===== config.mk =====
export PLATFORM = sky130hd
export DESIGN_NAME = tol_mul
export DESIGN_NICKNAME = d
export VERILOG_FILES = /design/src/sv/tol_pkg.sv /design/src/sv/tol_mul.sv
export SDC_FILE = /design/constraint.sdc
export NUM_CORES = 2
export LEC_CHECK = 0
export ABC_AREA = 1
export BUFFER_PORTS_ARGS = -buffer_cell sky130_fd_sc_hd__buf_2
export CAP_MARGIN = 20
export CORE_ASPECT_RATIO = 0.5
export CORE_MARGIN = 5
export CORE_UTILIZATION = 45
export DETAILED_ROUTE_END_ITERATION = 7
export GPL_TIMING_DRIVEN = 1
export PLACE_DENSITY = 0.57
export SYNTH_ARGS = -nofsm -noshare
export SYNTH_HDL_FRONTEND = slang
export SYNTH_SLANG_ARGS = --single-unit

===== constraint.sdc =====
create_clock -name clk -period 9.2 [get_ports clk]
set_input_delay 0.46 -clock clk [delete_from_list [all_inputs] [get_ports clk]]
set_output_delay 0.46 -clock clk [all_outputs]
set_load 0.1 [all_outputs]

===== src/sv/tol_pkg.sv =====
package tol_pkg;

  // Stream and configuration port widths
  localparam int unsigned IN_TDATA_W  = 208;
  localparam int unsigned OUT_TDATA_W = 184;
  localparam int unsigned CFG_IDX_W   = 3;
  localparam int unsigned CFG_DATA_W  = 32;

  // Register indexes
  localparam logic [CFG_IDX_W-1:0] REG_ENABLE   = 3'd0;
  localparam logic [CFG_IDX_W-1:0] REG_TAG_ID   = 3'd1;
  localparam logic [CFG_IDX_W-1:0] REG_OFFSET_X = 3'd2;
  localparam logic [CFG_IDX_W-1:0] REG_OFFSET_Y = 3'd3;
  localparam logic [CFG_IDX_W-1:0] REG_OFFSET_Z = 3'd4;

  // Datapath widths
  localparam int unsigned CORDIC_STEPS = 30;
  localparam int unsigned XW = 45;       // CORDIC x/y
  localparam int unsigned ZW = 35;       // CORDIC angle, Q30 rad
  localparam int unsigned MW = 36;       // multiplier operand
  localparam int unsigned PW = 2 * MW;   // multiplier product
  localparam int unsigned QW = 31;       // divider quotient bits and steps
  localparam int unsigned DW = 34;       // divider divisor and remainder
  localparam int unsigned PN = 37;       // unsaturated point coordinate

  localparam logic signed [ZW-1:0] PI_Q30         = 35'sd3373259426;
  localparam logic signed [ZW-1:0] HALF_PI_Q30    = 35'sd1686629713;
  localparam logic signed [ZW-1:0] TWO_PI_Q30     = 35'sd6746518852;
  localparam logic signed [ZW-1:0] THREE_HALF_PI  = 35'sd5059889139;
  localparam logic signed [XW-1:0] GAIN_Q30       = 45'sd652032874;
  localparam logic signed [XW-1:0] NORM_LIMIT     = 45'sd1099511627776;
  localparam logic signed [MW-1:0] Q30_ONE        = 36'sd1073741824;
  localparam logic signed [MW-1:0] RAD_TO_DEG_Q24 = 36'sd961263670;
  localparam logic signed [PW-1:0] DEG_LIMIT      = 72'sd16777215;
  localparam logic signed [PW-1:0] DOT_LIMIT      = 72'sd4294967295;

  typedef struct packed {
    logic start;
    logic vec;     // 1 = vectoring (atan), 0 = rotation (sin/cos)
  } cor_cmd_t;

  function automatic logic signed [ZW-1:0] atan_q30(input logic [4:0] i);
    logic signed [ZW-1:0] v;
    unique case (i)
      5'd0:  v = 35'sd843314857;
      5'd1:  v = 35'sd497837830;
      5'd2:  v = 35'sd263043837;
      5'd3:  v = 35'sd133525159;
      5'd4:  v = 35'sd67021687;
      5'd5:  v = 35'sd33543515;
      5'd6:  v = 35'sd16775851;
      5'd7:  v = 35'sd8388437;
      5'd8:  v = 35'sd4194283;
      5'd9:  v = 35'sd2097150;
      5'd10: v = 35'sd1048576;
      5'd11: v = 35'sd524288;
      5'd12: v = 35'sd262144;
      5'd13: v = 35'sd131072;
      5'd14: v = 35'sd65536;
      5'd15: v = 35'sd32768;
      5'd16: v = 35'sd16384;
      5'd17: v = 35'sd8192;
      5'd18: v = 35'sd4096;
      5'd19: v = 35'sd2048;
      5'd20: v = 35'sd1024;
      5'd21: v = 35'sd512;
      5'd22: v = 35'sd256;
      5'd23: v = 35'sd128;
      5'd24: v = 35'sd64;
      5'd25: v = 35'sd32;
      5'd26: v = 35'sd16;
      5'd27: v = 35'sd8;
      5'd28: v = 35'sd4;
      5'd29: v = 35'sd2;
      default: v = '0;
    endcase
    return v;
  endfunction

endpackage


===== src/sv/tol_mul.sv =====
module tol_mul (
  input  logic                              clk,
  input  logic signed [tol_pkg::MW-1:0]     a,
  input  logic signed [tol_pkg::MW-1:0]     b,
  output logic signed [tol_pkg::PW-1:0]     p
);
  import tol_pkg::*;

  logic signed [PW-1:0] p_r;

  always_ff @(posedge clk) begin
    p_r <= a * b;
  end

  assign p = p_r;

endmodule


==> flow_summary.ini <==
[outcome]
status = complete, no violations

[sta]
fmax_mhz = 122
final_max_slew_viol_count = 0
setup_violations = 0
rsz0062_at_grt = no
max_slew_margin_pct = 22.9
fin_crit_sh_pct = 89.1
fin_tns_setup_ps = 0
hold_viol = 0
worst_slew_pin_slew_ps = 1160
fin_crit_ps = 8200

[cts]
clockBufferDepth = 2
cts_num_sinks = 72
htree_num_levels = 3
post_cts_buffers = 0
clk_pin_slew_ps = 60
numCtsBuffers = 9
cts-hold-fix-buffers = 0
cts_tree = yes
cts-resized-gates = 0
cts_root_buf = clkbuf_16

[place]
hpwlAfterDp_mm = 134
numPortBuffers = 144
place_inst = 7674
routabilityCongestion = 0.969

[yosys]
yosysSeqAreaShare_pct = 2.89
synthMuxAreaShare_pct = 0
synth_flop_cell = dfxtp_1
synthXorXnorAreaFrac_pct = 0.826
ys_warn_count = 0
yosys-top-cells-area = fa_1 (55%), inv_1 (15%), nand2_1 (12%), ha_1 (5.5%), dfxtp_1 (2.9%)
synth-simple-area-share_pct = 15.8
synth_commonest_cells = inv_1 (2051), nand2_1 (1657), fa_1 (1379), clkbuf_1 (286), ha_1 (219)
syn_area_um2 = 49800
yosysMostFrequentCell = inv_1
synth_edf_count = 0
synth_nets = 7907
synth_top_area_cell = fa_1
synth_cell_types = 38
synth_top_family_by_area = adder cells
synthArstFlopShare_pct = 0
synthAdderAreaFrac_pct = 60.9
ys_ff_latch = 72
synth-compound-area-share_pct = 1.83
syn_area_per_cell_um2 = 7.99
netlist_instances = 6236
synth_top_cell_area_share_pct = 55.4

[finish]
n_fill_cell = 10900
largest_reg_flops = 72
area_growth_pct = 5.00
fin_nets = 7860
instances_no_fill = 7695
drive_gt1_share_pct = 5.15

[die]
io_pins = 145
start_util_pct = 45.3
die_h_um = 245
die_w_um = 481
die_area_um2 = 118000
rows = 86
coreArea_um2 = 110000

[drt]
vias = 38000
firstDrtPassIters = 6
drc = 0
wire_per_inst_um = 19.8
routed_wl_mm = 152
vias_per_cell = 4.94
ant_nets = 0
drtIter0Drc = 2921

[critical_path]
path_max_fanout = 20
startpoint_type = input pin
cp.required_ps = 9370
end_kind = register
critPathKind = input pin to register
critical_path_arrival_ps = 8370

[global_route]
grt_pass1_wl_mm = 243
grt_usage_pct = 26.8
grt_max_degree = 37
grt_pass1_vias = 41400
overflow = 0
antenna_found_initial = 11

[flow_run]
drv_cap = 0

[worst_hold_path]
hold_path_class = input pin to register
min_path_cells = 4
[cell families (layout without fill, tap and decap cells)]
logic type / after synthesis / count (layout)
AO/OA/AOI/OAI: 162 / 162
XOR/XNOR: 47 / 47
adder cells (fa/ha/maj): 1598 / 1598
buffers and inverters: 2348 / 2305
flip-flops: 72 / 72
other: 0 / 6
AND/OR/NAND/NOR: 2009 / 2009
[per-stage QoR]
stage / worst slack [ps] / instance area, µm² / hold slack (ps) / utilization, %
5_1_grt: 755 / 52300 / 869 / 47.6
6_report: 1000 / 52300 / 837 / 47.6
3_5_place_dp: 822 / 52000 / 1010 / 47.3
3_3_place_gp: 751 / 52000 / 1010 / 47.3
4_1_cts: 1120 / 52300 / 829 / 47.6
2_1_floorplan: 1750 / 49800 / 775 / -
[worst max-delay path: stages]
cell and delay [ps]:
buf_2 450, buf_4 390, nand2_1 120, fa_1 620, fa_1 440, fa_1 510, fa_1 550, inv_1 60
fa_1 500, inv_1 60, fa_1 520, inv_1 60, fa_1 490, inv_1 80, fa_1 600, inv_1 90
ha_1 390, a21oi_1 370, o21bai_1 210, a21oi_1 300, nor2_1 100, nor2_1 90, nand2_1 210, xor2_1 630
[layout by cell type, fill, tap and decap left out, drive strengths merged]
cell type	synthesis	layout
inv	2059	2059
nand2	1676	1676
fa	1379	1379
buf	1	229
ha	219	219
nor2	208	208
a21oi	89	89
nand3	77	77
dfxtp	72	72
o21ai	47	47
xor2	40	40
o21bai	18	18
nand4	14	14
or2	12	12
nor3	12	12
clkbuf	286	10
xnor2	7	7
diode	0	6
o21a	4	4
nor4	4	4
clkinv	2	4
a21o	3	3
nand3b	3	3
bufinv	0	2
and2	1	1
nand2b	1	1
and3	1	1
a21boi	1	1
clkinvlp	0	1
[per-layer routing]
metal  share of wire, %  routed length [µm]  track usage [%]  vias up
li1                   -                   -                -    16800
met1                 44               66500             38.7    19700
met2                 46               70600             43.3     1378
met3                7.8               11800             4.15      154
met4                2.1                3160             5.01        2
met5             0.0085                  13                0        -
[path summary, 6_finish.rpt]
path	endpoint	slack, ps	startpoint
hold / removal	p[0]	840	a[0]
setup / recovery	p[33]	1000	b[6]
[area by class of cell]
| class | count | area (µm²) | area share (%) |
|---|---|---|---|
| Tap cell | 1496 | 1870 | 3.58 |
| Sequential cell | 72 | 1440 | 2.76 |
| Antenna cell | 6 | 15.0 | 0.0287 |
| Timing Repair Buffer | 229 | 1360 | 2.60 |
| Inverter | 2061 | 7740 | 14.8 |
| Clock inverter | 5 | 81.3 | 0.155 |
| Clock buffer | 10 | 239 | 0.457 |
| Multi-Input combinational cell | 3816 | 39600 | 75.6 |
Power is not shown: default switching activity piles up to over one toggle a cycle in this logic, so the estimate is an artifact.
