===== config.mk =====
export PLATFORM = sky130hd
export DESIGN_NAME = tol_div
export DESIGN_NICKNAME = d
export VERILOG_FILES = /design/src/sv/tol_pkg.sv /design/src/sv/tol_div.sv
export SDC_FILE = /design/constraint.sdc
export NUM_CORES = 1
export LEC_CHECK = 0
export BUFFER_PORTS_ARGS = -buffer_cell sky130_fd_sc_hd__buf_4
export CELL_PAD_IN_SITES_DETAIL_PLACEMENT = 1
export CELL_PAD_IN_SITES_GLOBAL_PLACEMENT = 2
export CORE_AREA = 2 2 192 119
export DETAILED_ROUTE_END_ITERATION = 8
export DIE_AREA = 0 0 194 121
export PLACE_DENSITY_LB_ADDON = 0.1
export SYNTH_ARGS = -nofsm -noshare
export SYNTH_HDL_FRONTEND = slang
export SYNTH_SLANG_ARGS = --single-unit

===== constraint.sdc =====
create_clock -name clk -period 3.91 [get_ports clk]
set_input_delay 0.782 -clock clk [delete_from_list [all_inputs] [get_ports clk]]
set_output_delay 0.782 -clock clk [all_outputs]
set_load 0.03 [all_outputs]

===== src/sv/tol_pkg.sv =====
package tol_pkg;

  // Stream and configuration port widths
  localparam int unsigned IN_TDATA_W  = 208;
  localparam int unsigned OUT_TDATA_W = 184;
  localparam int unsigned CFG_IDX_W   = 3;
  localparam int unsigned CFG_DATA_W  = 32;

  // Register indexes
  localparam logic [CFG_IDX_W-1:0] REG_ENABLE   = 3'd0;
  localparam logic [CFG_IDX_W-1:0] REG_TAG_ID   = 3'd1;
  localparam logic [CFG_IDX_W-1:0] REG_OFFSET_X = 3'd2;
  localparam logic [CFG_IDX_W-1:0] REG_OFFSET_Y = 3'd3;
  localparam logic [CFG_IDX_W-1:0] REG_OFFSET_Z = 3'd4;

  // Datapath widths
  localparam int unsigned CORDIC_STEPS = 30;
  localparam int unsigned XW = 45;       // CORDIC x/y
  localparam int unsigned ZW = 35;       // CORDIC angle, Q30 rad
  localparam int unsigned MW = 36;       // multiplier operand
  localparam int unsigned PW = 2 * MW;   // multiplier product
  localparam int unsigned QW = 31;       // divider quotient bits and steps
  localparam int unsigned DW = 34;       // divider divisor and remainder
  localparam int unsigned PN = 37;       // unsaturated point coordinate

  localparam logic signed [ZW-1:0] PI_Q30         = 35'sd3373259426;
  localparam logic signed [ZW-1:0] HALF_PI_Q30    = 35'sd1686629713;
  localparam logic signed [ZW-1:0] TWO_PI_Q30     = 35'sd6746518852;
  localparam logic signed [ZW-1:0] THREE_HALF_PI  = 35'sd5059889139;
  localparam logic signed [XW-1:0] GAIN_Q30       = 45'sd652032874;
  localparam logic signed [XW-1:0] NORM_LIMIT     = 45'sd1099511627776;
  localparam logic signed [MW-1:0] Q30_ONE        = 36'sd1073741824;
  localparam logic signed [MW-1:0] RAD_TO_DEG_Q24 = 36'sd961263670;
  localparam logic signed [PW-1:0] DEG_LIMIT      = 72'sd16777215;
  localparam logic signed [PW-1:0] DOT_LIMIT      = 72'sd4294967295;

  typedef struct packed {
    logic start;
    logic vec;     // 1 = vectoring (atan), 0 = rotation (sin/cos)
  } cor_cmd_t;

  function automatic logic signed [ZW-1:0] atan_q30(input logic [4:0] i);
    logic signed [ZW-1:0] v;
    unique case (i)
      5'd0:  v = 35'sd843314857;
      5'd1:  v = 35'sd497837830;
      5'd2:  v = 35'sd263043837;
      5'd3:  v = 35'sd133525159;
      5'd4:  v = 35'sd67021687;
      5'd5:  v = 35'sd33543515;
      5'd6:  v = 35'sd16775851;
      5'd7:  v = 35'sd8388437;
      5'd8:  v = 35'sd4194283;
      5'd9:  v = 35'sd2097150;
      5'd10: v = 35'sd1048576;
      5'd11: v = 35'sd524288;
      5'd12: v = 35'sd262144;
      5'd13: v = 35'sd131072;
      5'd14: v = 35'sd65536;
      5'd15: v = 35'sd32768;
      5'd16: v = 35'sd16384;
      5'd17: v = 35'sd8192;
      5'd18: v = 35'sd4096;
      5'd19: v = 35'sd2048;
      5'd20: v = 35'sd1024;
      5'd21: v = 35'sd512;
      5'd22: v = 35'sd256;
      5'd23: v = 35'sd128;
      5'd24: v = 35'sd64;
      5'd25: v = 35'sd32;
      5'd26: v = 35'sd16;
      5'd27: v = 35'sd8;
      5'd28: v = 35'sd4;
      5'd29: v = 35'sd2;
      default: v = '0;
    endcase
    return v;
  endfunction

endpackage


===== src/sv/tol_div.sv =====
module tol_div (
  input  logic                   clk,
  input  logic                   rst_n,
  input  logic                   start,
  input  logic [63:0]            dividend,
  input  logic [tol_pkg::DW-1:0] divisor,
  output logic                   done,
  output logic [tol_pkg::QW-1:0] quot,
  output logic [tol_pkg::DW-1:0] rem
);
  import tol_pkg::*;

  logic [DW-1:0] rem_r;
  logic [QW-1:0] lo_r, quot_r;
  logic [4:0]    cnt_r;
  logic          busy_r, done_r;
  logic [DW:0]   trial;
  logic          ge;

  // Quotient stays below 2^QW, so the top bits start as the partial remainder
  assign trial = {rem_r, lo_r[QW-1]};
  assign ge    = trial >= {1'b0, divisor};

  always_ff @(posedge clk) begin
    if (!rst_n) begin
      busy_r <= 1'b0;
      done_r <= 1'b0;
      cnt_r  <= '0;
    end else begin
      done_r <= 1'b0;
      if (start) begin
        rem_r  <= DW'(dividend[63:QW]);
        lo_r   <= dividend[QW-1:0];
        quot_r <= '0;
        cnt_r  <= '0;
        busy_r <= 1'b1;
      end else if (busy_r) begin
        rem_r  <= ge ? DW'(trial - {1'b0, divisor}) : trial[DW-1:0];
        lo_r   <= lo_r << 1;
        quot_r <= {quot_r[QW-2:0], ge};
        cnt_r  <= cnt_r + 5'd1;
        if (cnt_r == 5'(QW - 1)) begin
          busy_r <= 1'b0;
          done_r <= 1'b1;
        end
      end
    end
  end

  assign done = done_r;
  assign quot = quot_r;
  assign rem  = rem_r;

endmodule


==> metrics <==
delay of the slowest critical-path stage 0.41 ns; worst r2r path cells 13; Crit Path Class in -> reg; CTS Buf Count 9; leakage power 3.46 nW; EDFF count, synth 96; Final Cycle Share 89.8%; Post-CTS Resized 0; via count of the first global-routing pass 5512; FILL cells between 2000 and 2500; Slew @ Worst Pin between 0.8 and 0.9 ns; FF-to-FF setup slack between 0.4 and 0.5 ns; outcome finished clean; clk buf depth 2; Post-CTS Setup Inserts 0; Hold Fails Final Rpt 0; Final Total Pwr between 3 and 4 mW; Synth Flop Type edfxtp_1; final setup violation count 0; hold endpoint cnt_r[1]$_SDFFE_PP0P_; core area between 20000 and 25000 sq um; Slowest cell on crit path fa_1; routed length per instance around 19 microns; Synth cell types 59; initial drt markers around 230; total clock sinks ~100; Critical R2R Launch lo_r[30]$_DFFE_PP_; Max Freq ~280 MHz; Mapped Nets around 750; Post-Route WL slightly above 20000 microns; CP Max Fanout 4; H-tree Lvls 3; PortBufs between 150 and 200; RSZ-0062 raised after global routing no; Initial Utilization 29.6%; CP most frequent cell a31oi_1; most common cell after layout, fill and taps aside buf_4; total grt overflow 0; max_slew headroom 44.3%; initial antenna violation count 0; I/O Pins approximately 170; HP Class reg -> reg; number of synthesized register bits about 100; CP endpoint kind flop; largest net degree at the start of global routing 46; Worst Setup SP divisor[0]; Max Cap Viol 0; GRT Util Overall between 15 and 20%; drt drc 0; Placed Cells 1062; Synth Area per Inst approximately 10 sq um; first-pass GRT wire length 31500 microns; CTS tree done; CP arrival 3.63 ns; clock slew at reported path FFs around 0.080 ns; RR Endpoint rem[28]$_DFFE_PP_; DIE AREA 23500 sq um; YS warnings 0; post-synthesis cell area between 6000 and 7000 sq um; Routed Antenna Nets 0; final std cells w/o fill 1078; post-synthesis async set-or-reset flop share 0%; GP Congestion a little over 0.8; # hold bufs at CTS 0; Tmin final 3.51 ns; row count 42; power density over cell area slightly above 400 nW/um^2; worst-path cell chain buf_4, ha_1, fa_1, nor2b_1, o31a_1, o311ai_2, a31oi_1, o211ai_2, a31oi_1, nor2_1, o21ai_0, and4_1, nor4_1; Pre-antenna DRT Iters 4; sequential area share after synthesis 47.1%; Final Skew between 0.009 and 0.01 ns; HPWL after DPL 15400 microns; Hold Startpoint cnt_r[1]$_SDFFE_PP0P_; layout cells sized above 1 between 30 and 40%; vias per cell slightly below 5; delay-heaviest family, CP compound AO/OA/AOI/OAI gates; Synth Instances 616; Buf/Inv on CP 1; Skew-Pair Late Insertion Delay 0.37 ns; die width a little under 200 microns; Required @ worst endpoint a little over 4 ns; TNS Setup 0 ns; startpoint types input pin; fin. max-slew vios 0; Area Growth Syn to Fin 30.3%; Die Span Y around 120 microns; most frequent cells in the layout buf_4, edfxtp_1, a21oi_1, inv_1, mux2_2; Max IR drop VDD between 0.15 and 0.2 mV; Vias just over 5000; hold path depth 2; number of diodes 0; Hold WS ~0.53 ns; Final #Nets roughly 930; root buf cell clkbuf_16
==> worst max path at each step <==
stage                         to  cells past startpoint
2_1_floorplan  rem[20]$_DFFE_PP_                     14
3_3_place_gp   rem[26]$_DFFE_PP_                     13
3_5_place_dp   rem[28]$_DFFE_PP_                     13
4_1_cts        rem[28]$_DFFE_PP_                     13
5_1_grt        rem[28]$_DFFE_PP_                     13
6_report       rem[28]$_DFFE_PP_                     13
==> registers in the layout, summed over array words and instances (netlist names) <==
name / count
rem: 34
busy_r: 1
done: 1
cnt_r: 5
lo_r: 31
quot: 31
==> cells by family (layout without fill, tap and decap cells) <==
| kind of cell | count (synthesis) | count (layout) | synth area share, % |
|---|---|---|---|
| and+or+nand+nor | 176 | 176 | 14.0 |
| AOI/OAI and AO/OA | 149 | 149 | 14.9 |
| DFF | 103 | 103 | 47.1 |
| buffers and inverters | 78 | 254 | 4.99 |
| muxes | 43 | 43 | 7.55 |
| adders and majority gates | 37 | 37 | 7.33 |
| xor gates and xnor gates | 30 | 30 | 4.09 |
==> cell type report <==
class | instances | area [sq um] | share of cell area [%]
Inverter | 51 | 191 | 2.29
Clock inverter | 7 | 56.3 | 0.673
Tap cell | 286 | 358 | 4.28
Sequential cell | 103 | 3020 | 36.1
Timing Repair Buffer | 187 | 1430 | 17.1
Clock buffer | 9 | 225 | 2.69
Multi-Input combinational cell | 435 | 3080 | 36.8
==> cells in the mapped netlist (3+ instances only) <==
cell type,instances,area [sq um]
xor2_1,15,131
nor2_2,8,50.1
ha_1,36,450
nor2_1,40,150
nor2b_1,33,206
nor3_1,10,50.1
nand4_1,6,37.5
edfxtp_1,96,2880
buf_1,4,15.0
mux2_2,43,484
nor4_1,3,18.8
or2_2,3,18.8
dfxtp_1,7,140
a21o_1,9,67.6
o31a_1,3,26.3
o211ai_1,6,45.0
nand2_1,39,146
buf_2,4,20.0
a21oi_1,56,280
o21a_1,8,60.1
a31oi_1,6,37.5
a211oi_1,15,113
nand3_1,14,70.1
xnor2_1,15,131
o21ai_0,24,120
clkbuf_1,15,56.3
and3_1,3,18.8
inv_1,50,188
nand2b_1,7,43.8
==> worst register-to-register path, stage by stage, from the launching register on <==
cell and delay (ns):
edfxtp_1 0.41, inv_1 0.06, ha_1 0.20, fa_1 0.41, nor2b_1 0.18, o31a_1 0.22
o311ai_2 0.12, a31oi_1 0.37, o211ai_2 0.22, a31oi_1 0.29, nor2_1 0.10, o21ai_0 0.33
and4_1 0.24, nor4_1 0.05
==> stage by stage <==
stage | setup slack (ns) | instance area [sq um] | util (%)
2_1_floorplan | 0.595 | 6420 | -
3_3_place_gp | 0.174 | 8080 | 37.3
3_5_place_dp | 0.0641 | 8080 | 37.3
4_1_cts | 0.436 | 8360 | 38.6
5_1_grt | 0.212 | 8360 | 38.6
6_report | 0.400 | 8360 | 38.6
==> where the power goes <==
part           switching [mW]  total [mW]  leakage (nW)  internal (mW)
Sequential             0.0569        1.37         0.978           1.32
Clock                   0.479       0.920         0.135          0.442
Combinational           0.633        1.11          2.35          0.474
Total                    1.17        3.40          3.46           2.23
==> routing by layer <==
layer | global-route usage [%] | vias up | share of wire [%]
met2 | 25.7 | 102 | 42
met4 | 2.84 | 0 | 0.69
met5 | 0 | - | 0
met1 | 26.0 | 2519 | 53
met3 | 3.75 | 9 | 4.3
li1 | - | 2566 | -
Power figures use the tool's default switching activity.
