<file path="src/sv/tol_pkg.sv">
package tol_pkg;

  // Stream and configuration port widths
  localparam int unsigned IN_TDATA_W  = 208;
  localparam int unsigned OUT_TDATA_W = 184;
  localparam int unsigned CFG_IDX_W   = 3;
  localparam int unsigned CFG_DATA_W  = 32;

  // Register indexes
  localparam logic [CFG_IDX_W-1:0] REG_ENABLE   = 3'd0;
  localparam logic [CFG_IDX_W-1:0] REG_TAG_ID   = 3'd1;
  localparam logic [CFG_IDX_W-1:0] REG_OFFSET_X = 3'd2;
  localparam logic [CFG_IDX_W-1:0] REG_OFFSET_Y = 3'd3;
  localparam logic [CFG_IDX_W-1:0] REG_OFFSET_Z = 3'd4;

  // Datapath widths
  localparam int unsigned CORDIC_STEPS = 30;
  localparam int unsigned XW = 45;       // CORDIC x/y
  localparam int unsigned ZW = 35;       // CORDIC angle, Q30 rad
  localparam int unsigned MW = 36;       // multiplier operand
  localparam int unsigned PW = 2 * MW;   // multiplier product
  localparam int unsigned QW = 31;       // divider quotient bits and steps
  localparam int unsigned DW = 34;       // divider divisor and remainder
  localparam int unsigned PN = 37;       // unsaturated point coordinate

  localparam logic signed [ZW-1:0] PI_Q30         = 35'sd3373259426;
  localparam logic signed [ZW-1:0] HALF_PI_Q30    = 35'sd1686629713;
  localparam logic signed [ZW-1:0] TWO_PI_Q30     = 35'sd6746518852;
  localparam logic signed [ZW-1:0] THREE_HALF_PI  = 35'sd5059889139;
  localparam logic signed [XW-1:0] GAIN_Q30       = 45'sd652032874;
  localparam logic signed [XW-1:0] NORM_LIMIT     = 45'sd1099511627776;
  localparam logic signed [MW-1:0] Q30_ONE        = 36'sd1073741824;
  localparam logic signed [MW-1:0] RAD_TO_DEG_Q24 = 36'sd961263670;
  localparam logic signed [PW-1:0] DEG_LIMIT      = 72'sd16777215;
  localparam logic signed [PW-1:0] DOT_LIMIT      = 72'sd4294967295;

  typedef struct packed {
    logic start;
    logic vec;     // 1 = vectoring (atan), 0 = rotation (sin/cos)
  } cor_cmd_t;

  function automatic logic signed [ZW-1:0] atan_q30(input logic [4:0] i);
    logic signed [ZW-1:0] v;
    unique case (i)
      5'd0:  v = 35'sd843314857;
      5'd1:  v = 35'sd497837830;
      5'd2:  v = 35'sd263043837;
      5'd3:  v = 35'sd133525159;
      5'd4:  v = 35'sd67021687;
      5'd5:  v = 35'sd33543515;
      5'd6:  v = 35'sd16775851;
      5'd7:  v = 35'sd8388437;
      5'd8:  v = 35'sd4194283;
      5'd9:  v = 35'sd2097150;
      5'd10: v = 35'sd1048576;
      5'd11: v = 35'sd524288;
      5'd12: v = 35'sd262144;
      5'd13: v = 35'sd131072;
      5'd14: v = 35'sd65536;
      5'd15: v = 35'sd32768;
      5'd16: v = 35'sd16384;
      5'd17: v = 35'sd8192;
      5'd18: v = 35'sd4096;
      5'd19: v = 35'sd2048;
      5'd20: v = 35'sd1024;
      5'd21: v = 35'sd512;
      5'd22: v = 35'sd256;
      5'd23: v = 35'sd128;
      5'd24: v = 35'sd64;
      5'd25: v = 35'sd32;
      5'd26: v = 35'sd16;
      5'd27: v = 35'sd8;
      5'd28: v = 35'sd4;
      5'd29: v = 35'sd2;
      default: v = '0;
    endcase
    return v;
  endfunction

endpackage

</file>
<file path="src/sv/tol_isqrt.sv">
module tol_isqrt (
  input  logic        clk,
  input  logic        rst_n,
  input  logic        start,
  input  logic [63:0] din,
  output logic        done,
  output logic [31:0] root
);
  import tol_pkg::*;

  logic [63:0] n_r, r_r, bit_r;
  logic [63:0] trial;
  logic        busy_r, done_r;

  assign trial = r_r + bit_r;

  always_ff @(posedge clk) begin
    if (!rst_n) begin
      busy_r <= 1'b0;
      done_r <= 1'b0;
    end else begin
      done_r <= 1'b0;
      if (start) begin
        n_r    <= din;
        r_r    <= '0;
        bit_r  <= 64'h4000_0000_0000_0000;
        busy_r <= 1'b1;
      end else if (busy_r) begin
        if (n_r >= trial) begin
          n_r <= n_r - trial;
          r_r <= (r_r >> 1) + bit_r;
        end else begin
          r_r <= r_r >> 1;
        end
        bit_r <= bit_r >> 2;
        if (bit_r[0]) begin
          busy_r <= 1'b0;
          done_r <= 1'b1;
        end
      end
    end
  end

  assign done = done_r;
  assign root = r_r[31:0];

endmodule

</file>
<file path="config.mk">
export PLATFORM = sky130hd
export DESIGN_NAME = tol_isqrt
export DESIGN_NICKNAME = d
export VERILOG_FILES = /design/src/sv/tol_pkg.sv /design/src/sv/tol_isqrt.sv
export SDC_FILE = /design/constraint.sdc
export NUM_CORES = 1
export LEC_CHECK = 0
export ABC_CLOCK_PERIOD_IN_PS = 23600
export BUFFER_PORTS_ARGS = -buffer_cell sky130_fd_sc_hd__buf_2
export CAP_MARGIN = 20
export CORE_AREA = 2 2 186 224
export CTS_BUF_LIST = sky130_fd_sc_hd__clkbuf_8
export DETAILED_ROUTE_END_ITERATION = 6
export DIE_AREA = 0 0 188 226
export HOLD_SLACK_MARGIN = 0.1
export MAX_ROUTING_LAYER = met4
export PLACE_DENSITY = 0.62
export SYNTH_ARGS = -nofsm -noshare
export SYNTH_HDL_FRONTEND = slang
export SYNTH_SLANG_ARGS = --single-unit
</file>
<file path="constraint.sdc">
create_clock -name clk -period 23.6 [get_ports clk]
set_input_delay 3.54 -clock clk [delete_from_list [all_inputs] [get_ports clk]]
set_output_delay 3.54 -clock clk [all_outputs]
set_load 0.01 [all_outputs]
</file>
==> metrics.md, run 1 <==
| Metric | Value |
|---|---|
| Status | `completed` |
| Max FO, Critical Path | `between 60 and 70` |
| Crit path largest cell delay | `a little under 0.7 ns` |
| Worst slew pin tran | `slightly above 1 ns` |
| TritonCTS clock tree | `built` |
| Pwr Density | `just over 70 nW/um2` |
| Worst reg2reg endpoint | `n_r[15]` |
| Register-to-register setup slack | `approximately 17 ns` |
| Slowest CP cell | `buf_4` |
| Crit path kind | `flop to flop` |
| First-pass DRT Iterations | `5` |
| Netlist Area Pre-Place | `~16,000 um2` |
| Via count of the routed design | `roughly 14k` |
| Num rows | `just over 80` |
| Clock slew at reported path FFs | `around 0.10 ns` |
| YS warnings | `0` |
| VDD IR max | `approximately 0.036 mV` |
| Hold-fix buffers, CTS | `0` |
| Cell taking the most area after synthesis | `edfxtp_1` |
| Critical Path Start | `r_r[8]` |
| Arr. time, crit path | `a little over 7 ns` |
| I/O pin total | `100` |
| RePlAce Congestion | `roughly 0.94` |
| Asr flop ratio synth | `0` |
| ANT cells | `0` |
| Crit path capture | `n_r[15]` |
| Syn Nets | `2,085` |
| Final min period | `between 6 and 7 ns` |
| Reg2Reg Launch Point | `r_r[8]` |
| Total GRT Usage | `0.232` |
| Max-cap viol count | `0` |
| Vert. Die Dim | `226 um` |
| Slew headroom | `0.318` |
| Fin Hold WS | `between 0.5 and 0.6 ns` |
| Routed Antenna Nets | `0` |
| Final Max Tran Viols | `0` |
| Sequential fraction of the synthesis area | `0.304` |
| WP data required | `roughly 24 ns` |
| GRT overflow | `0` |
| First-pass GRT wire length | `around 76,000 um` |
| Post-DP HPWL | `between 30,000 and 40,000 um` |
| Synth top cells by count | `nand2_1 (206), nor2_1 (168), edfxtp_1 (160)` |
| CTS Sinks | `162` |
| Clk buf depth | `2` |
| CP cell instances | `ha_1 > nand4_1 > o31ai_1 > nor4b_1 > or3_1 > o31a_1 > o2111ai_2 > a21oi_1 > nor2_1 > xor2_1 > ha_1 > nand2_1 > nor3_1 > nand4_1 > a2111oi_4 > buf_4 > nor2_2 > buf_4 > a21boi_4 > buf_4` |
| Initial Utilization | `0.395` |
| Sequential cell area | `4840 um2` |
| Setup repair after global routing missed its margin | `false` |
| Overall power | `about 1.2 mW` |
| Final Setup Violations | `0` |
| Post-CTS sizing | `0` |
| Vias per std cell | `slightly below 6` |
| Vias in the first global route | `between 10k and 15k` |
| # DRC | `0` |
| Area grow syn2layout | `6.52%` |
| Startpoint types | `flop` |
| Nets@finish | `2,097` |
| PortBufs | `between 90 and 100` |
| Cts bufs inserted | `17` |
| Final Cycle Share | `0.294` |
| Placed cell areas | `approximately 17,000 um2` |
| FF+latch count, synth | `between 150 and 200` |
| Most common cell in the netlist | `nand2_1` |
| Post-synth EDFFs | `160` |
| Synth Flop Type | `edfxtp_1` |
| Pin count of the biggest net entering global routing | `roughly 110` |
| Fmax | `~0.14 GHz` |
| Hold Path Cell Cnt | `1` |
| Hold Path Class | `flop to flop` |
| Reg2Reg Depth | `20` |
| Placeable core area | `40,400 um2` |
| Synth area leaders | `edfxtp_1 (30%), ha_1 (10%), xor2_1 (4.9%)` |
| Htree depth | `4` |
| Nature of the critical path endpoint | `flop` |
| Syn avg cell area | `8.46 um2` |
| WL per Instance | `slightly below 20 um` |
| Layout cell share with drive strength beyond 1 | `0.101` |
| Fillers | `approximately 4k` |
| Cell variety after synth | `82` |
| Initial antenna violation count | `0` |
| Initial DRC Count | `between 1k and 1.5k` |
| Die area | `42,500 um2` |
| Leakage | `6.40 nW` |
| Final wirelength | `about 48,000 um` |
| Post-CTS Setup Inserts | `0` |
| Worst skew pair latency | `0.51 ns` |
| Most frequent CP cell | `buf_4` |
| Final hold vios | `0` |
| Width of the die | `approximately 190 um` |
| Clock Tree Root | `clkbuf_8` |
| Area fraction of the dominant cell type after synthesis | `0.301` |
| Fin Clk Skew | `0.0132 ns` |
| Final instance area | `17,000 um2` |
| Multi-input logic area | `roughly 10,000 um2` |
| Final setup TNS | `0 ns` |
| Syn Inst Count | `1,887` |
==> worst min path at each step <==
stage | endpoint | startpoint
2_1_floorplan | done | busy_r
3_3_place_gp | done | busy_r
3_5_place_dp | done | busy_r
4_1_cts | done | busy_r
5_1_grt | done | busy_r
6_report | done | busy_r
==> layout make-up <==
type,instances,area share
multi-input cells,1570,0.611
flip-flops and latches,162,0.285
well taps,539,0.0397
repair buffers,108,0.0335
clock buffers,17,0.0138
inverters,40,0.00883
clock inverters,15,0.00839
==> layout by cell type (no fill, tap or decap), drive strengths merged, types with 6 or more instances in the layout <==
cell / synthesis / routed
nor2b: 49 / 49
nor4: 10 / 10
a211oi: 41 / 41
nand2b: 15 / 15
and2: 17 / 17
xnor2: 69 / 69
o22ai: 7 / 7
o31a: 6 / 6
a2111oi: 6 / 6
a21oi: 119 / 119
a21boi: 8 / 8
xor2: 90 / 90
nand3: 39 / 39
a31oi: 59 / 59
o21ai: 161 / 161
o21bai: 48 / 48
o31ai: 11 / 11
and3: 14 / 14
a21o: 45 / 45
o211ai: 13 / 13
clkbuf: 69 / 17
o21a: 25 / 25
or3: 18 / 18
nor3: 42 / 42
inv: 40 / 49
nand2: 206 / 206
nand4: 48 / 48
a311oi: 8 / 8
edfxtp: 160 / 160
buf: 46 / 108
ha: 130 / 130
a31o: 11 / 11
nor2: 170 / 170
and4: 9 / 9
==> sequential cells by signal, summed over array words and instances (netlist names) <==
register	flops
n_r	64
r_r	64
busy_r	1
bit_r	32
done	1
==> metal layers <==
layer	vias up	part of all wire	track usage
met5	-	0	-
met4	0	0.036	0.0953
met3	96	0.048	0.0255
met2	407	0.51	0.418
met1	6913	0.41	0.262
li1	7054	-	-
==> through the flow <==
stage	worst slack (ns)	utilization	cells
after detailed placement	16.81	0.411	2419
final	16.66	0.420	2451
after global routing	16.17	0.420	2451
after floorplan	11.87	-	1887
after CTS	16.76	0.420	2451
after global placement	16.98	0.411	2419
==> worst max-delay path, delay by kind of cell, from the launching register on <==
family	cells	cell delay, ns
AND/OR/NAND/NOR	8	1.81
AO/OA/AOI/OAI	6	1.70
flip-flops	1	0.52
XOR/XNOR	1	0.20
buffers and inverters	3	1.32
adder cells (fa/ha/maj)	2	0.84
==> kinds of logic (layout without fill, tap and decap cells) <==
family	count (synthesis)	after routing	share of synthesized area
AND/OR/NAND/NOR	658	658	0.196
AO/OA/AOI/OAI	617	617	0.260
flip-flops	162	162	0.304
XOR/XNOR	159	159	0.0872
buffers and inverters	155	180	0.0469
adder cells (fa/ha/maj)	131	131	0.103
multiplexers	5	5	0.00345
==> power breakdown <==
part           switching, mW  internal, mW  leakage, nW
combinational          0.365         0.228         4.65
clock                  0.133        0.0782        0.194
sequential            0.0351         0.364         1.55
(Power assumes the default switching activity.)
==> run 2, diff against run 1 <==
==> config.mk (replaced) <==
export PLATFORM = sky130hd
export DESIGN_NAME = tol_isqrt
export DESIGN_NICKNAME = d
export VERILOG_FILES = /design/src/sv/tol_pkg.sv /design/src/sv/tol_isqrt.sv
export SDC_FILE = /design/constraint.sdc
export NUM_CORES = 1
export LEC_CHECK = 0
export ABC_AREA = 1
export ABC_CLOCK_PERIOD_IN_PS = 5800
export BUFFER_PORTS_ARGS = -buffer_cell sky130_fd_sc_hd__buf_2
export CAP_MARGIN = 20
export CORE_AREA = 2 2 209 253
export CTS_BUF_LIST = sky130_fd_sc_hd__clkbuf_8
export DETAILED_ROUTE_END_ITERATION = 6
export DIE_AREA = 0 0 211 255
export HOLD_SLACK_MARGIN = 0.1
export MAX_ROUTING_LAYER = met4
export PLACE_DENSITY = 0.64
export SYNTH_ARGS = -nofsm -noshare
export SYNTH_HDL_FRONTEND = slang
export SYNTH_SLANG_ARGS = --single-unit
==> constraint.sdc (replaced) <==
create_clock -name clk -period 5.8 [get_ports clk]
set_input_delay 0.87 -clock clk [delete_from_list [all_inputs] [get_ports clk]]
set_output_delay 0.87 -clock clk [all_outputs]
set_load 0.01 [all_outputs]
==> metrics.md, run 2 <==
| Metric | Value |
|---|---|
| Status | `completed (unchanged)` |
| Cell variety after synth | `45 (was 82)` |
| VDD IR max | `0.145 mV (was 0.0356 mV)` |
| Clock Tree Root | `clkbuf_8 (unchanged)` |
| GRT overflow | `0 (unchanged)` |
| Nets@finish | `3,740 (was 2,097)` |
| Cell taking the most area after synthesis | `nand2_1 (was edfxtp_1)` |
| Final setup TNS | `0 ns (unchanged)` |
| Most common cell in the netlist | `nand2_1 (unchanged)` |
| Crit path capture | `n_r[5] (was n_r[15])` |
| Commonest non-fill, non-tap cell in the layout | `nand2_1 (unchanged)` |
| Final Max Tran Viols | `0 (unchanged)` |
| WL per Instance | `18.0 um (was 19.6 um)` |
| Routed Antenna Nets | `0 (unchanged)` |
| Vert. Die Dim | `255 um (was 226 um)` |
| Vias per std cell | `5.15 (was 5.90)` |
| Max-cap viol count | `0 (unchanged)` |
| Worst slew pin tran | `0.823 ns (was 1.02 ns)` |
| Synth area leaders | `nand2_1 (26%), edfxtp_1 (24%), inv_1 (11%) (was edfxtp_1 (30%), ha_1 (10%), xor2_1 (4.9%))` |
| Die area | `53,800 um2 (was 42,500 um2)` |
| Sequential cell area | `4840 um2 (unchanged)` |
| Dpl ws | `0.751 ns (was 16.81 ns)` |
| # DRC | `0 (unchanged)` |
| Critical Path Start | `r_r[14] (was r_r[8])` |
| Initial antenna violation count | `1 (was 0)` |
| Sequential fraction of the synthesis area | `0.238 (was 0.304)` |
| Setup slack after layout | `0.614 ns (was 16.66 ns)` |
| Placeable core area | `51,700 um2 (was 40,400 um2)` |
| Fmax | `0.193 GHz (was 0.144 GHz)` |
| Fin Clk Skew | `0.0278 ns (was 0.0132 ns)` |
| Max FO, Critical Path | `28 (was 64)` |
| CTS Sinks | `162 (unchanged)` |
| Clk buf depth | `2 (unchanged)` |
| Slew headroom | `0.451 (was 0.318)` |
| Syn Nets | `3,687 (was 2,085)` |
| Most frequent cells in the layout | `nand2_1 (1,404), inv_1 (582), nor2_1 (340) (was nand2_1 (206), nor2_1 (168), edfxtp_1 (160))` |
| FF+latch count, synth | `162 (unchanged)` |
| Arr. time, crit path | `5.47 ns (was 7.07 ns)` |
| Post-CTS sizing | `0 (unchanged)` |
| Worst skew pair latency | `0.60 ns (was 0.51 ns)` |
| Hold-fix buffers, CTS | `0 (unchanged)` |
| Nature of the critical path endpoint | `flop (unchanged)` |
| Final wirelength | `75,800 um (was 48,000 um)` |
| Asr flop ratio synth | `0 (unchanged)` |
| Clock slew at reported path FFs | `0.10 ns (about the same)` |
| Fillers | `5,795 (was 4,092)` |
| Layout cell share with drive strength beyond 1 | `0.0523 (was 0.101)` |
| I/O pin total | `100 (unchanged)` |
| Width of the die | `211 um (was 188 um)` |
| Area fraction of the dominant cell type after synthesis | `0.259 (was 0.301)` |
| Hold Path Class | `flop to flop (unchanged)` |
| Cts bufs inserted | `17 (unchanged)` |
| Startpoint types | `flop (unchanged)` |
| Area grow syn2layout | `6.93% (was 6.52%)` |
| Final hold vios | `0 (unchanged)` |
| Pin count of the biggest net entering global routing | `98 (was 108)` |
| Syn avg cell area | `5.83 um2 (was 8.46 um2)` |
| Total GRT Usage | `0.295 (was 0.232)` |
| Final Cycle Share | `0.894 (was 0.294)` |
| Multi-input logic area | `12,900 um2 (was 10,400 um2)` |
| Initial DRC Count | `1,781 (was 1,112)` |
| Initial Utilization | `0.394 (was 0.395)` |
| Num rows | `92 (was 81)` |
| First-pass DRT Iterations | `7 (was 5)` |
| Pwr Density | `270 nW/um2 (was 70.8 nW/um2)` |
| Netlist Area Pre-Place | `20,400 um2 (was 16,000 um2)` |
| PortBufs | `99 (unchanged)` |
| Synth top cells by count | `nand2_1 (1,404), inv_1 (582), nor2_1 (340) (was nand2_1 (206), nor2_1 (168), edfxtp_1 (160))` |
| TritonCTS clock tree | `built (unchanged)` |
| WP data required | `6.09 ns (was 23.73 ns)` |
| Reg2Reg Depth | `20 (unchanged)` |
| Largest regs | `n_r (64), r_r (64), bit_r (32) (unchanged)` |
| Setup repair after global routing missed its margin | `false (unchanged)` |
| First-pass GRT wire length | `115,000 um (was 76,200 um)` |
| Register-to-register setup slack | `0.61 ns (was 16.66 ns)` |
| RePlAce Congestion | `1.01 (was 0.938)` |
| Share of the core filled with cells | `0.421 (was 0.420)` |
| Final Setup Violations | `0 (unchanged)` |
| Post-synth EDFFs | `160 (unchanged)` |
| Reg2Reg Launch Point | `r_r[14] (was r_r[8])` |
| Via count of the routed design | `21.7k (was 14.5k)` |
| YS warnings | `0 (unchanged)` |
| Post-DP HPWL | `63,400 um (was 36,900 um)` |
| Post-CTS Setup Inserts | `0 (unchanged)` |
| Leakage | `11.4 nW (was 6.40 nW)` |
| Final min period | `5.19 ns (was 6.94 ns)` |
| Worst reg2reg endpoint | `n_r[5] (was n_r[15])` |
| Crit path kind | `flop to flop (unchanged)` |
| Htree depth | `4 (unchanged)` |
| Syn Inst Count | `3,489 (was 1,887)` |
| Vias in the first global route | `21.1k (was 14.4k)` |
| Synth Flop Type | `edfxtp_1 (unchanged)` |
run 2: changes by cell type after synthesis, sizes merged, moves of 25 or more:
cell	previous run	this run
inv	40	585
nor2	170	350
a21oi	119	144
a31oi	59	1
a211oi	41	1
nor2b	49	0
clkbuf	69	20
xor2	90	46
o21bai	48	17
nand2	206	1422
a21o	45	5
nand3	39	222
run 2: power by group:
| part | total, mW | internal, mW | switching (mW) |
|---|---|---|---|
| Combinational | 3.24 | 1.06 | 2.19 |
| Clock | 0.942 | 0.394 | 0.549 |
| Sequential | 1.69 | 1.50 | 0.195 |
run 2: worst min path at each step:
| stage | end | cells past startpoint | startpoint | slack (ns) |
|---|---|---|---|---|
| floorplan | done | 2 | busy_r | 0.48 |
| global placement | done | 2 | busy_r | 0.51 |
| detailed placement | done | 2 | busy_r | 0.53 |
| CTS | n_r[7] | 3 | din[7] | 0.50 |
| global route | n_r[25] | 3 | din[25] | 0.53 |
| finish | done | 2 | busy_r | 0.54 |
run 2: cells by family (layout without fill, tap and decap cells):
group | count (synthesis) | count (layout) | synth area share
simple gates | 2115 | 2115 | 0.423
buf+inv | 658 | 724 | 0.130
compound gates | 319 | 319 | 0.0833
flops | 162 | 162 | 0.238
fa+ha+maj | 131 | 131 | 0.0809
xor+xnor | 104 | 104 | 0.0447
other cells | 0 | 1 | 0
run 2: worst max-delay path: stages, from the launching register on:
cell,delay [ns]
edfxtp_1,0.55
ha_1,0.44
nand2_1,0.11
o21ai_0,0.40
nand2_1,0.14
o21ai_0,0.33
a21oi_1,0.11
o21ai_0,0.32
xnor2_1,0.20
ha_1,0.40
nand2_1,0.11
nor2_1,0.20
nand2_1,0.13
nor2_2,0.12
nand4_1,0.17
nand3_2,0.17
nand2_2,0.09
nand2_2,0.11
o21ai_0,0.11
inv_2,0.39
buf_12,0.25
run 2: cell type report:
| type | count | area share |
|---|---|---|
| well taps | 658 | 0.0378 |
| flip-flops and latches | 162 | 0.223 |
| inverters | 585 | 0.101 |
| repair buffers | 107 | 0.0285 |
| diodes | 1 | 0.000115 |
| clock inverters | 15 | 0.00782 |
| multi-input cells | 2669 | 0.592 |
| clock buffers | 17 | 0.0107 |
run 2: metrics by stage:
step	instance area, um2	total power [mW]	cells	hold slack, ns
4_1_cts	21800	5.87	4213	0.497
6_report	21800	5.88	4214	0.538
3_3_place_gp	21400	4.90	4181	0.510
2_1_floorplan	20400	3.99	3489	0.481
3_5_place_dp	21400	4.92	4181	0.528
5_1_grt	21800	6.37	4214	0.528
run 2: routing by layer:
layer,global-route usage,part of all wire,up-vias
li1,-,-,11010
met4,0.165,0.059,0
met2,0.499,0.48,673
met5,-,0,-
met1,0.339,0.41,9807
met3,0.0356,0.050,197
==> run 3, diff against run 2 <==
--- a/config.mk
+++ b/config.mk
@@ -5,14 +5,13 @@
 export SDC_FILE = /design/constraint.sdc
 export NUM_CORES = 1
 export LEC_CHECK = 0
-export ABC_AREA = 1
 export ABC_CLOCK_PERIOD_IN_PS = 5800
 export BUFFER_PORTS_ARGS = -buffer_cell sky130_fd_sc_hd__buf_2
 export CAP_MARGIN = 20
-export CORE_AREA = 2 2 209 253
+export CORE_AREA = 2 2 186 224
 export CTS_BUF_LIST = sky130_fd_sc_hd__clkbuf_8
 export DETAILED_ROUTE_END_ITERATION = 6
-export DIE_AREA = 0 0 211 255
+export DIE_AREA = 0 0 188 226
 export HOLD_SLACK_MARGIN = 0.1
 export MAX_ROUTING_LAYER = met4
 export PLACE_DENSITY = 0.64
==> metrics.md, run 3 (synthesis results as in run 1) <==
| Metric | Value |
|---|---|
| Status | `completed (unchanged)` |
| Layout cell share with drive strength beyond 1 | `0.154 (was 0.0523)` |
| Final Max Tran Viols | `0 (unchanged)` |
| ANT cells | `0 (was 1)` |
| Final instance area | `18,000 um2 (was 21,800 um2)` |
| Clock slew at reported path FFs | `0.10 ns (about the same)` |
| RePlAce Congestion | `0.937 (was 1.01)` |
| Nets@finish | `2,188 (was 3,740)` |
| Most frequent cells in the layout | `nand2_1 (203), nor2_1 (166), edfxtp_1 (160) (was nand2_1 (1,404), inv_1 (582), nor2_1 (340))` |
| Clock Tree Root | `clkbuf_8 (unchanged)` |
| Post-DP HPWL | `38,500 um (was 63,400 um)` |
| Final hold vios | `0 (unchanged)` |
| Vias per std cell | `5.88 (was 5.15)` |
| Max FO, Critical Path | `21 (was 28)` |
| Fmax | `0.180 GHz (was 0.193 GHz)` |
| Initial antenna violation count | `0 (was 1)` |
| Largest regs | `n_r (64), r_r (64), bit_r (32) (unchanged)` |
| GRT overflow | `0 (unchanged)` |
| WP data required | `6.04 ns (was 6.09 ns)` |
| Num rows | `81 (was 92)` |
| Die area | `42,500 um2 (was 53,800 um2)` |
| Pwr Density | `285 nW/um2 (was 270 nW/um2)` |
| Initial Utilization | `0.395 (was 0.394)` |
| Routed Antenna Nets | `0 (unchanged)` |
| Width of the die | `188 um (was 211 um)` |
| VDD IR max | `0.137 mV (was 0.145 mV)` |
| Vias in the first global route | `14.8k (was 21.1k)` |
| Sequential share of power | `0.311 (was 0.288)` |
| TritonCTS clock tree | `built (unchanged)` |
| Final Setup Violations | `0 (unchanged)` |
| Max-cap viol count | `0 (unchanged)` |
| Total GRT Usage | `0.236 (was 0.295)` |
| Htree depth | `4 (unchanged)` |
| Psw | `2.23 mW (was 2.93 mW)` |
| Share of the core filled with cells | `0.444 (was 0.421)` |
| Commonest non-fill, non-tap cell in the layout | `nand2_1 (unchanged)` |
| PortBufs | `99 (unchanged)` |
| Clk buf depth | `2 (unchanged)` |
| Initial DRC Count | `972 (was 1,781)` |
| Arr. time, crit path | `5.78 ns (was 5.47 ns)` |
| Sequential cell area | `4840 um2 (unchanged)` |
| Worst slew pin tran | `0.799 ns (was 0.823 ns)` |
| Final min period | `5.54 ns (was 5.19 ns)` |
| Cts bufs inserted | `17 (unchanged)` |
| Hold Path Cell Cnt | `1 (was 2)` |
| Setup slack after layout | `0.258 ns (was 0.614 ns)` |
| Startpoint types | `flop (unchanged)` |
| Multi-input logic area | `10,600 um2 (was 12,900 um2)` |
| Vert. Die Dim | `226 um (was 255 um)` |
| First-pass GRT wire length | `77,600 um (was 115,000 um)` |
| Net Sw Frac | `0.436 (was 0.498)` |
| Worst skew pair latency | `0.52 ns (was 0.60 ns)` |
| Nature of the critical path endpoint | `flop (unchanged)` |
| Clock Power Share | `0.171 (was 0.160)` |
| # DRC | `0 (unchanged)` |
| Leakage | `6.89 nW (was 11.4 nW)` |
| Final Cycle Share | `0.956 (was 0.894)` |
| Register-to-register setup slack | `0.26 ns (was 0.61 ns)` |
| Fin Clk Skew | `0.0279 ns (was 0.0278 ns)` |
| Dpl ws | `0.00567 ns (was 0.751 ns)` |
| Crit path kind | `flop to flop (unchanged)` |
| Hold Path Class | `flop to flop (unchanged)` |
| Fillers | `4,042 (was 5,795)` |
| Area grow syn2layout | `12.5% (was 6.93%)` |
| Reg2Reg Depth | `22 (was 20)` |
| Hold-fix buffers, CTS | `0 (unchanged)` |
| Final setup TNS | `0 ns (unchanged)` |
| Internal | `2.88 mW (was 2.95 mW)` |
| WL per Instance | `19.3 um (was 18.0 um)` |
| First-pass DRT Iterations | `5 (was 7)` |
| Pin count of the biggest net entering global routing | `104 (was 98)` |
| Logic pwr share | `0.518 (was 0.552)` |
| Placeable core area | `40,400 um2 (was 51,700 um2)` |
| Slew headroom | `0.464 (was 0.451)` |
| Final wirelength | `49,000 um (was 75,800 um)` |
| I/O pin total | `100 (unchanged)` |
| CTS Sinks | `162 (unchanged)` |
| Setup repair after global routing missed its margin | `true (was false)` |
| Placed cell areas | `17,500 um2 (was 21,400 um2)` |
| Via count of the routed design | `14.9k (was 21.7k)` |
run 3: cell types whose count changed in the layout (fill, tap and decap cells not counted), moves of 44 or more:
cell,before,now
nor2_1,340,166
nand3_1,221,39
a31oi_1,1,58
nand2_1,1404,203
inv_1,582,39
xor2_1,46,90
buf_4,4,93
nor2b_1,0,49
run 3: final timing paths:
kind | start | endpoint
worst max register to register | bit_r[2] | r_r[7]
worst max-delay path | bit_r[2] | r_r[7]
worst min register to register | busy_r | done
worst min-delay path | busy_r | done
run 3: area by class of cell:
| type | count | share of cell area |
|---|---|---|
| Timing Repair Buffer | 199 | 0.0742 |
| Inverter | 40 | 0.00836 |
| Clock inverter | 15 | 0.00920 |
| Multi-Input combinational cell | 1570 | 0.588 |
| Sequential cell | 162 | 0.270 |
| Clock buffer | 17 | 0.0130 |
| Tap cell | 539 | 0.0376 |
run 3: power by group through the flow:
| stage | combinational [mW] | sequential [mW] | clock, mW |
|---|---|---|---|
| 2_1_floorplan | 1.91 | 1.59 | 0 |
| 3_3_place_gp | 2.57 | 1.61 | 0 |
| 3_5_place_dp | 2.60 | 1.62 | 0 |
| 4_1_cts | 2.61 | 1.59 | 0.893 |
| 5_1_grt | 2.92 | 1.60 | 0.934 |
| 6_report | 2.65 | 1.59 | 0.876 |
run 3: through the flow:
stage	power (mW)	hold slack (ns)	cells
after floorplan	3.50	0.454	1887
after global placement	4.18	0.489	2508
after detailed placement	4.21	0.494	2508
after CTS	5.10	0.512	2540
after global routing	5.46	0.536	2542
final	5.11	0.512	2542
run 3: per-layer routing:
| layer | track usage | part of all wire | wire length [um] | vias up |
|---|---|---|---|---|
| met4 | 0.0803 | 0.028 | 1350 | 0 |
| met5 | - | 0 | 0 | - |
| li1 | - | - | - | 7239 |
| met1 | 0.267 | 0.41 | 20300 | 7233 |
| met2 | 0.436 | 0.53 | 25700 | 381 |
| met3 | 0.0216 | 0.033 | 1610 | 87 |
run 3: what timing repair did:
| item | 4_1_cts | 5_1_grt |
|---|---|---|
| resized for setup | 0 | 22 |
| buffers inserted | 0 | 2 |
| pin swaps | 1 | 5 |
| endpoints found under the setup margin | 1 | 141 |
run 3: critical path, stage by stage (launching register included):
cell,delay [ns]
edfxtp_1,0.44
ha_4,0.26
buf_4,0.15
a211oi_4,0.29
o31ai_2,0.13
nor4b_1,0.17
or3_1,0.41
o31a_1,0.34
o2111ai_4,0.25
a21oi_2,0.11
o211a_1,0.25
a311oi_2,0.28
ha_1,0.29
inv_1,0.08
o21bai_1,0.08
a21oi_2,0.14
o21ai_0,0.11
a221o_1,0.36
a221o_1,0.42
buf_4,0.26
o21ai_0,0.21
xor2_1,0.17
nor2_1,0.05
